==> src/hdl/wccs_pkg.sv <==
// Shared types, constants and helpers of the wake cue capture sequencer.
package wccs_pkg;

    localparam int COUNT_WIDTH = 32;
    localparam int N_COUNTERS  = 14;
    localparam int N_STAMPS    = 9;
    localparam int CNT_IDX_W   = $clog2(N_COUNTERS);
    localparam int STAMP_IDX_W = $clog2(N_STAMPS);
    localparam int S_DATA_W    = 136;
    localparam int M_DATA_W    = 40;

    typedef logic [CNT_IDX_W-1:0]   cnt_idx_t;
    typedef logic [COUNT_WIDTH-1:0] count_t;

    localparam cnt_idx_t CNT_DETECT      = cnt_idx_t'(0);
    localparam cnt_idx_t CNT_REJECT      = cnt_idx_t'(1);
    localparam cnt_idx_t CNT_RGB         = cnt_idx_t'(2);
    localparam cnt_idx_t CNT_ATTEMPT     = cnt_idx_t'(3);
    localparam cnt_idx_t CNT_CUE_FAIL    = cnt_idx_t'(4);
    localparam cnt_idx_t CNT_CUE_START   = cnt_idx_t'(5);
    localparam cnt_idx_t CNT_CUE_DONE    = cnt_idx_t'(6);
    localparam cnt_idx_t CNT_CUE_TIMEOUT = cnt_idx_t'(7);
    localparam cnt_idx_t CNT_HANDOFF     = cnt_idx_t'(8);
    localparam cnt_idx_t CNT_CAP_START   = cnt_idx_t'(9);
    localparam cnt_idx_t CNT_CAP_OK      = cnt_idx_t'(10);
    localparam cnt_idx_t CNT_CAP_FAIL    = cnt_idx_t'(11);
    localparam cnt_idx_t CNT_ABORT       = cnt_idx_t'(12);
    localparam cnt_idx_t CNT_ORDER       = cnt_idx_t'(13);

    localparam int ST_DETECT    = 0;
    localparam int ST_RGB       = 1;
    localparam int ST_PAUSED    = 2;
    localparam int ST_CUE_START = 3;
    localparam int ST_CUE_END   = 4;
    localparam int ST_CAP_START = 5;
    localparam int ST_CAP_END   = 6;
    localparam int ST_PREROLL   = 7;
    localparam int ST_DURATION  = 8;

    typedef enum logic [3:0] {
        KIND_DETECT     = 4'd0,
        KIND_RGB        = 4'd1,
        KIND_PAUSED     = 4'd2,
        KIND_CUE_START  = 4'd3,
        KIND_CUE_UPDATE = 4'd4,
        KIND_HANDOFF    = 4'd5,
        KIND_CAP_START  = 4'd6,
        KIND_CAP_FINISH = 4'd7,
        KIND_ABORT      = 4'd8
    } kind_t;

    typedef enum logic [7:0] {
        PH_IDLE      = 8'b0000_0001,
        PH_RGB       = 8'b0000_0010,
        PH_PAUSE     = 8'b0000_0100,
        PH_CUE_WAIT  = 8'b0000_1000,
        PH_PLAYING   = 8'b0001_0000,
        PH_FAILED    = 8'b0010_0000,
        PH_READY     = 8'b0100_0000,
        PH_CAPTURING = 8'b1000_0000
    } phase_t;

    typedef struct packed {
        kind_t       kind;
        logic [31:0] now_ms;
        logic [31:0] cue_duration_ms;
        logic [31:0] cue_timeout_ms;
        logic        cue_accepted;
        logic        speaker_active;
        logic [31:0] preroll_samples;
        logic        capture_ok;
        logic [4:0]  stat_select;
    } item_t;

    typedef struct packed {
        logic        ok;
        logic [2:0]  phase_code;
        logic        done;
        logic        timed;
        logic        bump_en;
        cnt_idx_t    bump_idx;
        logic        stat_mem;
        cnt_idx_t    stat_idx;
        logic [31:0] stat_pre;
    } evt_res_t;

    function automatic logic [2:0] phase_code(input phase_t ph);
        logic [2:0] code;
        unique case (ph)
            PH_IDLE:      code = 3'd0;
            PH_RGB:       code = 3'd1;
            PH_PAUSE:     code = 3'd2;
            PH_CUE_WAIT:  code = 3'd3;
            PH_PLAYING:   code = 3'd4;
            PH_FAILED:    code = 3'd5;
            PH_READY:     code = 3'd6;
            PH_CAPTURING: code = 3'd7;
            default:      code = 3'd0;
        endcase
        return code;
    endfunction

endpackage

==> src/hdl/wccs_cnt_mem.sv <==
// Event counter memory with registered reads, write forwarding and reset valid bits.
module wccs_cnt_mem (
    input  logic                aclk,
    input  logic                aresetn,
    input  logic                rd_en,
    input  wccs_pkg::cnt_idx_t  rd_addr_a,
    input  wccs_pkg::cnt_idx_t  rd_addr_b,
    input  logic                wr_en,
    input  wccs_pkg::cnt_idx_t  wr_addr,
    input  wccs_pkg::count_t    wr_data,
    output wccs_pkg::count_t    rd_data_a,
    output wccs_pkg::count_t    rd_data_b
);
    import wccs_pkg::*;

    count_t                 mem [N_COUNTERS];
    logic [N_COUNTERS-1:0]  valid_reg;
    count_t                 rd_a_reg;
    count_t                 rd_b_reg;
    logic                   va_reg;
    logic                   vb_reg;
    logic                   hit_a_reg;
    logic                   hit_b_reg;
    count_t                 fwd_reg;

    always_ff @(posedge aclk) begin
        if (wr_en) begin
            mem[wr_addr] <= wr_data;
        end
    end

    always_ff @(posedge aclk) begin
        if (!aresetn) begin
            valid_reg <= '0;
        end else if (wr_en) begin
            valid_reg[wr_addr] <= 1'b1;
        end
    end

    // A write on the same edge as the read is not yet in the array, so it is forwarded.
    always_ff @(posedge aclk) begin
        if (rd_en) begin
            rd_a_reg  <= mem[rd_addr_a];
            rd_b_reg  <= mem[rd_addr_b];
            va_reg    <= valid_reg[rd_addr_a];
            vb_reg    <= valid_reg[rd_addr_b];
            hit_a_reg <= wr_en && (wr_addr == rd_addr_a);
            hit_b_reg <= wr_en && (wr_addr == rd_addr_b);
            fwd_reg   <= wr_data;
        end
    end

    assign rd_data_a = hit_a_reg ? fwd_reg : (va_reg ? rd_a_reg : '0);
    assign rd_data_b = hit_b_reg ? fwd_reg : (vb_reg ? rd_b_reg : '0);

endmodule

==> src/hdl/wccs_ctrl.sv <==
// Phase sequencer with deadline, timestamps and the two paired counters.
module wccs_ctrl (
    input  logic                aclk,
    input  logic                aresetn,
    input  logic                accept,
    input  wccs_pkg::item_t     item,
    output wccs_pkg::evt_res_t  res
);
    import wccs_pkg::*;

    phase_t      phase_reg, phase_next;
    logic [31:0] deadline_reg, deadline_next;
    logic        seen_reg, seen_next;
    logic [31:0] stamps_reg [N_STAMPS];
    logic [31:0] stamps_next [N_STAMPS];
    count_t      attempt_reg, attempt_next;
    count_t      timeout_reg, timeout_next;

    logic        seen_now;
    logic [31:0] diff_dl;
    logic [31:0] diff_ce;
    logic [4:0]  sel_off;
    logic        ok;
    logic        done;
    logic        timed;
    logic        bump_en;
    cnt_idx_t    bump_idx;
    logic        stat_mem;
    cnt_idx_t    stat_idx;
    logic [31:0] stat_pre;

    always_comb begin
        phase_next    = phase_reg;
        deadline_next = deadline_reg;
        seen_next     = seen_reg;
        stamps_next   = stamps_reg;
        attempt_next  = attempt_reg;
        timeout_next  = timeout_reg;
        ok            = 1'b0;
        done          = 1'b0;
        timed         = 1'b0;
        bump_en       = 1'b0;
        bump_idx      = CNT_ORDER;
        seen_now      = seen_reg | item.speaker_active;
        diff_dl       = item.now_ms - deadline_reg;
        diff_ce       = item.now_ms - stamps_reg[ST_CUE_END];

        case (item.kind)
            KIND_DETECT: begin
                bump_en = 1'b1;
                if (phase_reg != PH_IDLE) begin
                    bump_idx = CNT_REJECT;
                end else begin
                    bump_idx = CNT_DETECT;
                    for (int i = 0; i < N_STAMPS; i++) begin
                        stamps_next[i] = '0;
                    end
                    stamps_next[ST_DETECT] = item.now_ms;
                    phase_next    = PH_RGB;
                    deadline_next = '0;
                    seen_next     = 1'b0;
                    ok            = 1'b1;
                end
            end
            KIND_RGB: begin
                bump_en = 1'b1;
                if (phase_reg == PH_RGB) begin
                    bump_idx = CNT_RGB;
                    stamps_next[ST_RGB] = item.now_ms;
                    phase_next = PH_PAUSE;
                    ok         = 1'b1;
                end
            end
            KIND_PAUSED: begin
                if (phase_reg == PH_PAUSE) begin
                    stamps_next[ST_PAUSED] = item.now_ms;
                    phase_next = PH_CUE_WAIT;
                    ok         = 1'b1;
                end else begin
                    bump_en = 1'b1;
                end
            end
            KIND_CUE_START: begin
                bump_en = 1'b1;
                if (phase_reg == PH_CUE_WAIT) begin
                    attempt_next = attempt_reg + count_t'(1);
                    stamps_next[ST_DURATION]  = item.cue_duration_ms;
                    stamps_next[ST_CUE_START] = item.now_ms;
                    seen_next = 1'b0;
                    ok        = 1'b1;
                    if (!item.cue_accepted) begin
                        bump_idx = CNT_CUE_FAIL;
                        stamps_next[ST_CUE_END] = item.now_ms;
                        phase_next = PH_FAILED;
                    end else begin
                        bump_idx      = CNT_CUE_START;
                        deadline_next = item.now_ms + item.cue_duration_ms
                                        + item.cue_timeout_ms;
                        phase_next    = PH_PLAYING;
                    end
                end
            end
            KIND_CUE_UPDATE: begin
                if (phase_reg == PH_PLAYING) begin
                    seen_next = seen_now;
                    if (seen_now && !item.speaker_active) begin
                        done = 1'b1;
                    end else if (!diff_dl[31]) begin
                        done  = 1'b1;
                        timed = 1'b1;
                    end
                    if (done) begin
                        bump_en  = 1'b1;
                        bump_idx = CNT_CUE_DONE;
                        stamps_next[ST_CUE_END] = item.now_ms;
                        if (timed) begin
                            timeout_next = timeout_reg + count_t'(1);
                        end
                        phase_next = PH_READY;
                        ok         = 1'b1;
                    end
                end
            end
            KIND_HANDOFF: begin
                bump_en = 1'b1;
                if (phase_reg == PH_READY) begin
                    bump_idx = CNT_HANDOFF;
                    ok       = 1'b1;
                end
            end
            KIND_CAP_START: begin
                bump_en = 1'b1;
                if (phase_reg == PH_READY && stamps_reg[ST_CUE_END] != '0 && !diff_ce[31]) begin
                    bump_idx = CNT_CAP_START;
                    stamps_next[ST_CAP_START] = item.now_ms;
                    stamps_next[ST_PREROLL]   = item.preroll_samples;
                    phase_next = PH_CAPTURING;
                    ok         = 1'b1;
                end
            end
            KIND_CAP_FINISH: begin
                bump_en = 1'b1;
                if (phase_reg == PH_CAPTURING) begin
                    bump_idx = item.capture_ok ? CNT_CAP_OK : CNT_CAP_FAIL;
                    stamps_next[ST_CAP_END] = item.now_ms;
                    phase_next = PH_IDLE;
                    ok         = 1'b1;
                end
            end
            KIND_ABORT: begin
                bump_en  = 1'b1;
                bump_idx = CNT_ABORT;
                stamps_next[ST_CAP_END] = item.now_ms;
                phase_next    = PH_IDLE;
                deadline_next = '0;
                seen_next     = 1'b0;
                ok            = 1'b1;
            end
            default: begin
            end
        endcase
    end

    always_comb begin
        sel_off  = item.stat_select - 5'(N_COUNTERS);
        stat_mem = 1'b0;
        stat_idx = '0;
        stat_pre = '0;
        if (item.stat_select < 5'(N_COUNTERS)) begin
            if (cnt_idx_t'(item.stat_select) == CNT_ATTEMPT) begin
                stat_pre = 32'(attempt_next);
            end else if (cnt_idx_t'(item.stat_select) == CNT_CUE_TIMEOUT) begin
                stat_pre = 32'(timeout_next);
            end else begin
                stat_mem = 1'b1;
                stat_idx = cnt_idx_t'(item.stat_select);
            end
        end else if (item.stat_select < 5'(N_COUNTERS + N_STAMPS)) begin
            stat_pre = stamps_next[sel_off[STAMP_IDX_W-1:0]];
        end
    end

    always_comb begin
        res.ok         = ok;
        res.phase_code = phase_code(phase_next);
        res.done       = done;
        res.timed      = timed;
        res.bump_en    = bump_en;
        res.bump_idx   = bump_idx;
        res.stat_mem   = stat_mem;
        res.stat_idx   = stat_idx;
        res.stat_pre   = stat_pre;
    end

    always_ff @(posedge aclk) begin
        if (!aresetn) begin
            phase_reg    <= PH_IDLE;
            deadline_reg <= '0;
            seen_reg     <= 1'b0;
            attempt_reg  <= '0;
            timeout_reg  <= '0;
            for (int i = 0; i < N_STAMPS; i++) begin
                stamps_reg[i] <= '0;
            end
        end else if (accept) begin
            phase_reg    <= phase_next;
            deadline_reg <= deadline_next;
            seen_reg     <= seen_next;
            attempt_reg  <= attempt_next;
            timeout_reg  <= timeout_next;
            stamps_reg   <= stamps_next;
        end
    end

endmodule

==> src/hdl/wake_cue_capture_sequencer.sv <==
// Top level of the wake cue capture sequencer: stream ports, counter update stage, output register.
// A result is registered in the update stage, then in the output register, before the master side.
// Throughput: one beat per cycle while the output is not stalled; the counter memory is read
// on acceptance, written back as the update stage advances, same-entry overlap forwarded.
// Reset: synchronous, active low; phase returns to idle and all counters, stamps and the
// deadline read as zero right after reset, with no clearing pass.
module wake_cue_capture_sequencer (
    input  logic                             aclk,
    input  logic                             aresetn,
    input  logic                             s_axis_tvalid,
    output logic                             s_axis_tready,
    // now_ms, cue_duration_ms, cue_timeout_ms, cue_accepted, speaker_active,
    // preroll_samples, capture_ok, stat_select
    input  logic [wccs_pkg::S_DATA_W-1:0]    s_axis_tdata,
    // kind
    input  logic [3:0]                       s_axis_tuser,
    output logic                             m_axis_tvalid,
    input  logic                             m_axis_tready,
    // ok, phase_now, cue_done, cue_timed_out, stat_value, zero fill
    output logic [wccs_pkg::M_DATA_W-1:0]    m_axis_tdata
);
    import wccs_pkg::*;

    item_t       item;
    evt_res_t    res;
    evt_res_t    s1_reg;
    logic        s1_valid_reg;
    logic        m_valid_reg;
    logic [M_DATA_W-1:0] m_data_reg;
    logic        accept;
    logic        adv;
    logic        wr_en;
    count_t      rd_a;
    count_t      rd_b;
    count_t      inc;
    logic [31:0] stat_val;

    always_comb begin
        item.kind            = kind_t'(s_axis_tuser);
        item.now_ms          = s_axis_tdata[31:0];
        item.cue_duration_ms = s_axis_tdata[63:32];
        item.cue_timeout_ms  = s_axis_tdata[95:64];
        item.cue_accepted    = s_axis_tdata[96];
        item.speaker_active  = s_axis_tdata[97];
        item.preroll_samples = s_axis_tdata[129:98];
        item.capture_ok      = s_axis_tdata[130];
        item.stat_select     = s_axis_tdata[135:131];
    end

    assign adv           = !m_valid_reg || m_axis_tready;
    assign s_axis_tready = !s1_valid_reg || adv;
    assign accept        = s_axis_tvalid && s_axis_tready;
    assign wr_en         = s1_valid_reg && adv && s1_reg.bump_en;
    assign inc           = rd_a + count_t'(1);

    wccs_ctrl u_ctrl (
        .aclk    (aclk),
        .aresetn (aresetn),
        .accept  (accept),
        .item    (item),
        .res     (res)
    );

    wccs_cnt_mem u_cnt_mem (
        .aclk      (aclk),
        .aresetn   (aresetn),
        .rd_en     (accept),
        .rd_addr_a (res.bump_idx),
        .rd_addr_b (res.stat_idx),
        .wr_en     (wr_en),
        .wr_addr   (s1_reg.bump_idx),
        .wr_data   (inc),
        .rd_data_a (rd_a),
        .rd_data_b (rd_b)
    );

    always_comb begin
        if (!s1_reg.stat_mem) begin
            stat_val = s1_reg.stat_pre;
        end else if (s1_reg.bump_en && s1_reg.bump_idx == s1_reg.stat_idx) begin
            stat_val = 32'(inc);
        end else begin
            stat_val = 32'(rd_b);
        end
    end

    always_ff @(posedge aclk) begin
        if (accept) begin
            s1_reg <= res;
        end
    end

    always_ff @(posedge aclk) begin
        if (!aresetn) begin
            s1_valid_reg <= 1'b0;
        end else if (accept) begin
            s1_valid_reg <= 1'b1;
        end else if (adv) begin
            s1_valid_reg <= 1'b0;
        end
    end

    always_ff @(posedge aclk) begin
        if (!aresetn) begin
            m_valid_reg <= 1'b0;
        end else if (s1_valid_reg && adv) begin
            m_valid_reg <= 1'b1;
        end else if (m_axis_tready) begin
            m_valid_reg <= 1'b0;
        end
    end

    always_ff @(posedge aclk) begin
        if (s1_valid_reg && adv) begin
            m_data_reg <= {2'b00, stat_val, s1_reg.timed, s1_reg.done,
                           s1_reg.phase_code, s1_reg.ok};
        end
    end

    assign m_axis_tvalid = m_valid_reg;
    assign m_axis_tdata  = m_data_reg;

endmodule
==> config.mk <==
export PLATFORM = sky130hd
export DESIGN_NAME = wake_cue_capture_sequencer
export DESIGN_NICKNAME = d
export VERILOG_FILES = /design/src/hdl/wccs_pkg.sv /design/src/hdl/wccs_cnt_mem.sv /design/src/hdl/wccs_ctrl.sv /design/src/hdl/wake_cue_capture_sequencer.sv
export SDC_FILE = /design/constraint.sdc
export NUM_CORES = 2
export LEC_CHECK = 0
export BUFFER_PORTS_ARGS = -buffer_cell sky130_fd_sc_hd__buf_2
export CORE_ASPECT_RATIO = 0.6
export CORE_MARGIN = 3
export CORE_UTILIZATION = 46
export DETAILED_ROUTE_END_ITERATION = 7
export HOLD_SLACK_MARGIN = 0.1
export SLEW_MARGIN = 15
export SYNTH_ARGS = -nofsm -noshare
export SYNTH_HDL_FRONTEND = slang
export SYNTH_SLANG_ARGS = --single-unit
==> constraint.sdc <==
create_clock -name aclk -period 8.09 [get_ports aclk]
set_input_delay 1.2135 -clock aclk [delete_from_list [all_inputs] [get_ports aclk]]
set_output_delay 1.2135 -clock aclk [all_outputs]
set_load 0.005 [all_outputs]
==> results.json <==
{
  "status": "finished, violations left",
  "violations": "DRC",
  "final_area_sq_mm": 0.0610,
  "clock-root-buffer": "clkbuf_16",
  "io_pins": 186,
  "endpoint_kind": "flop",
  "path_max_fanout": 44,
  "cp.required_ns": 8.71,
  "p_total_mw": 12.4,
  "ys_top_cells_by_count": "nand2_1 (794), edfxtp_1 (634), dfxtp_1 (409), clkbuf_1 (358), nor2b_1 (302)",
  "hold_end": "m_axis_tdata[4]",
  "synth-simple-area-share_pct": 15.6,
  "clockBufferDepth": 3,
  "cts_sinks": 1043,
  "final.setup.tns_ns": 0,
  "peakVddDrop_mv": 0.172,
  "insertion_delay_ns": 0.75,
  "via_per_inst": 6.47,
  "final_nets": 5670,
  "die_width_um": 453,
  "dieHeight_um": 274,
  "start_util_pct": 46.8,
  "synth_flop_cell": "edfxtp_1",
  "synth.most_common_cell": "nand2_1",
  "skew_ns": 0.0412,
  "numCtsBuffers": 99,
  "synthToLayoutAreaGrowth_pct": 10.6,
  "synth_xor_xnor_area_share_pct": 2.91,
  "ys_types": 84,
  "grt_usage_pct": 30.6,
  "startpoint_type": "input port",
  "fmax_mhz": 161,
  "drt_pass1_iterations": 8,
  "synthArstFlopShare_pct": 0,
  "cp_cell_sequence": "buf_2 -> buf_4 -> ha_1 -> nand4_1 -> or4_1 -> or4_1 -> nand4b_1 -> and3b_1 -> nor4_2 -> inv_1 -> nand2_1 -> nand2_2 -> buf_4 -> a2bb2oi_1 -> nor2b_1",
  "post_cts_buffers": 0,
  "ys_seq_area_share_pct": 49.4,
  "yosys-top-cells-area": "edfxtp_1 (35%), dfxtp_1 (15%), nand2_1 (5.4%)",
  "grt_pass1_vias": 41100,
  "gp_congestion": 0.950,
  "synth_edf_count": 634,
  "worst_pin_slew_ns": 1.21,
  "r2r_slack_ns": 1.93,
  "synth-compound-area-share_pct": 18.0,
  "postCtsHoldBufs": 0,
  "min_period_ns": 6.23,
  "setup_viol": 0,
  "hold_path.class": "reg2reg",
  "largest_reg_flops": 448,
  "synth_top_area_share_pct": 34.5,
  "maxCapViolations": 0,
  "timing_hold_violations_final": 0,
  "postSynthRegisterBits": 1043,
  "antenna_left": 0,
  "core-area_sq_mm": 0.118,
  "cts.repair.resized": 0,
  "synth_adder_area_share_pct": 3.29,
  "clk_pin_slew_ns": 0.07,
  "wl_per_cell_um": 27.8,
  "core.rowCount": 97,
  "drt_iter0_markers": 7045,
  "slowest_delay_ns": 0.65,
  "rsz0062_at_grt": "no",
  "grt_overflow": 0,
  "slowest_stage": "nor4_2",
  "synthMuxAreaShare_pct": 6.84,
  "dpl_worst_slack_ns": 1.45,
  "crit_type": "in2reg",
  "antenna_found_initial": 11,
  "worst-r2r-cell-count": 15,
  "drive_above_1_share_pct": 11.0,
  "cts_tree": "built",
  "avgSynthCellArea_sq_um": 10.1,
  "syn_area_sq_mm": 0.0551,
  "die_area_sq_mm": 0.124,
  "post_dp_cell_area_sq_mm": 0.0575,
  "cts_max_level": 3,
  "fin_ws_ns": 1.86,
  "leakagePower_nw": 21.8,
  "hold_depth": 0,
  "regArea_sq_mm": 0.0272,
  "grt_max_degree": 131,
  "drv_slew": 0,
  "synth_top_family_by_area": "compound AO/OA/AOI/OAI gates",
  "syn_inst": 5449,
  "timing.rr.start": "u_cnt_mem.va_reg",
  "wl_mm": 196,
  "dp_hpwl_mm": 125,
  "hp-start": "s1_reg[43]",
  "ys_warn_count": 0,
  "powerDensity_mw_per_mm2": 203,
  "finish.utilization_pct": 51.7,
  "multi_input_area_sq_mm": 0.0260,
  "num_vias": 45700,
  "post-route-period-util_pct": 77.0,
  "arrival_ns": 6.84,
  "nFillCells": 10500,
  "port-buffer-count": 183,
  "r2r-end": "m_axis_tdata[32]",
  "grt_pass1_wl_mm": 284,
  "yosysTopAreaCell": "edfxtp_1",
  "slew-limit-headroom_pct": 18.4,
  "route.detailed.drc": 3
}
## cell usage in the layout, fill, tap and decap left out, drive strengths merged, types with 46 or more instances in the layout
cell type / n
nand3: 180
o21ai: 256
nor2: 248
nor3: 46
and2: 65
nor2b: 302
buf: 315
clkbuf: 124
xor2: 82
a221oi: 176
a21oi: 135
a211oi: 66
a22oi: 257
a21boi: 56
nand2: 794
a32oi: 71
xnor2: 101
inv: 93
o221ai: 60
dfxtp: 409
edfxtp: 634
mux2i: 270
ha: 94
## critical path: cells and delay by family
| kind | cells | cell delay [ns] |
|---|---|---|
| AO/OA/AOI/OAI | 1 | 0.27 |
| buffers and inverters | 4 | 0.98 |
| AND/OR/NAND/NOR | 9 | 3.95 |
| adder cells (fa/ha/maj) | 1 | 0.33 |
## logic make-up (layout without fill, tap and decap cells)
group | count (synthesis) | in the layout
compound gates | 1381 | 1381
xor+xnor | 183 | 183
fa+ha+maj | 126 | 126
buf+inv | 560 | 589
flops | 1043 | 1043
mux | 332 | 332
other cells | 1 | 7
simple gates | 1823 | 1823
## metal layers
metal	GRT usage (%)	part of all wire, %	vias up
li1	-	-	20200
met1	49.2	46	22400
met2	39.2	38	2840
met3	8.49	13	305
met4	7.79	2.4	4
met5	0	0.014	-
## where the power goes
group	switching, mW	internal [mW]	total [mW]	leakage [nW]
clock network	2.15	2.81	4.96	1.63
registers	0.0567	5.78	5.83	9.23
logic	1.05	0.526	1.57	11.0
total	3.25	9.11	12.4	21.8
## worst max-delay path by stage
| stage | from | endpoint | slack [ns] |
|---|---|---|---|
| final | s_axis_tdata[27] | u_ctrl.stamps_reg[61] | 1.86 |
| after detailed placement | s_axis_tdata[27] | u_cnt_mem.va_reg | 1.45 |
| after global routing | s_axis_tdata[27] | u_ctrl.stamps_reg[51] | 1.71 |
| after global placement | s_axis_tdata[28] | u_cnt_mem.va_reg | 1.50 |
| after CTS | u_cnt_mem.hit_a_reg | m_axis_tdata[35] | 2.13 |
| after floorplan | m_axis_tready | s1_reg[0] | 1.17 |
## stage by stage
| stage | std cells | hold WS (ns) |
|---|---|---|
| detailed placement | 6883 | 0.410 |
| global route | 7064 | 0.440 |
| finish | 7068 | 0.425 |
| floorplan | 5450 | 0.400 |
| global placement | 6883 | 0.401 |
| CTS | 7063 | 0.426 |
## cell type report
| type | count | area share (%) |
|---|---|---|
| flip-flops and latches | 1043 | 44.7 |
| multi-input cells | 3847 | 42.7 |
| clock buffers | 124 | 4.37 |
| repair buffers | 315 | 3.30 |
| well taps | 1584 | 3.25 |
| clock inverters | 56 | 1.11 |
| inverters | 94 | 0.607 |
| diodes | 5 | 0.0205 |
Note: power is estimated with default switching activity, not from simulation.
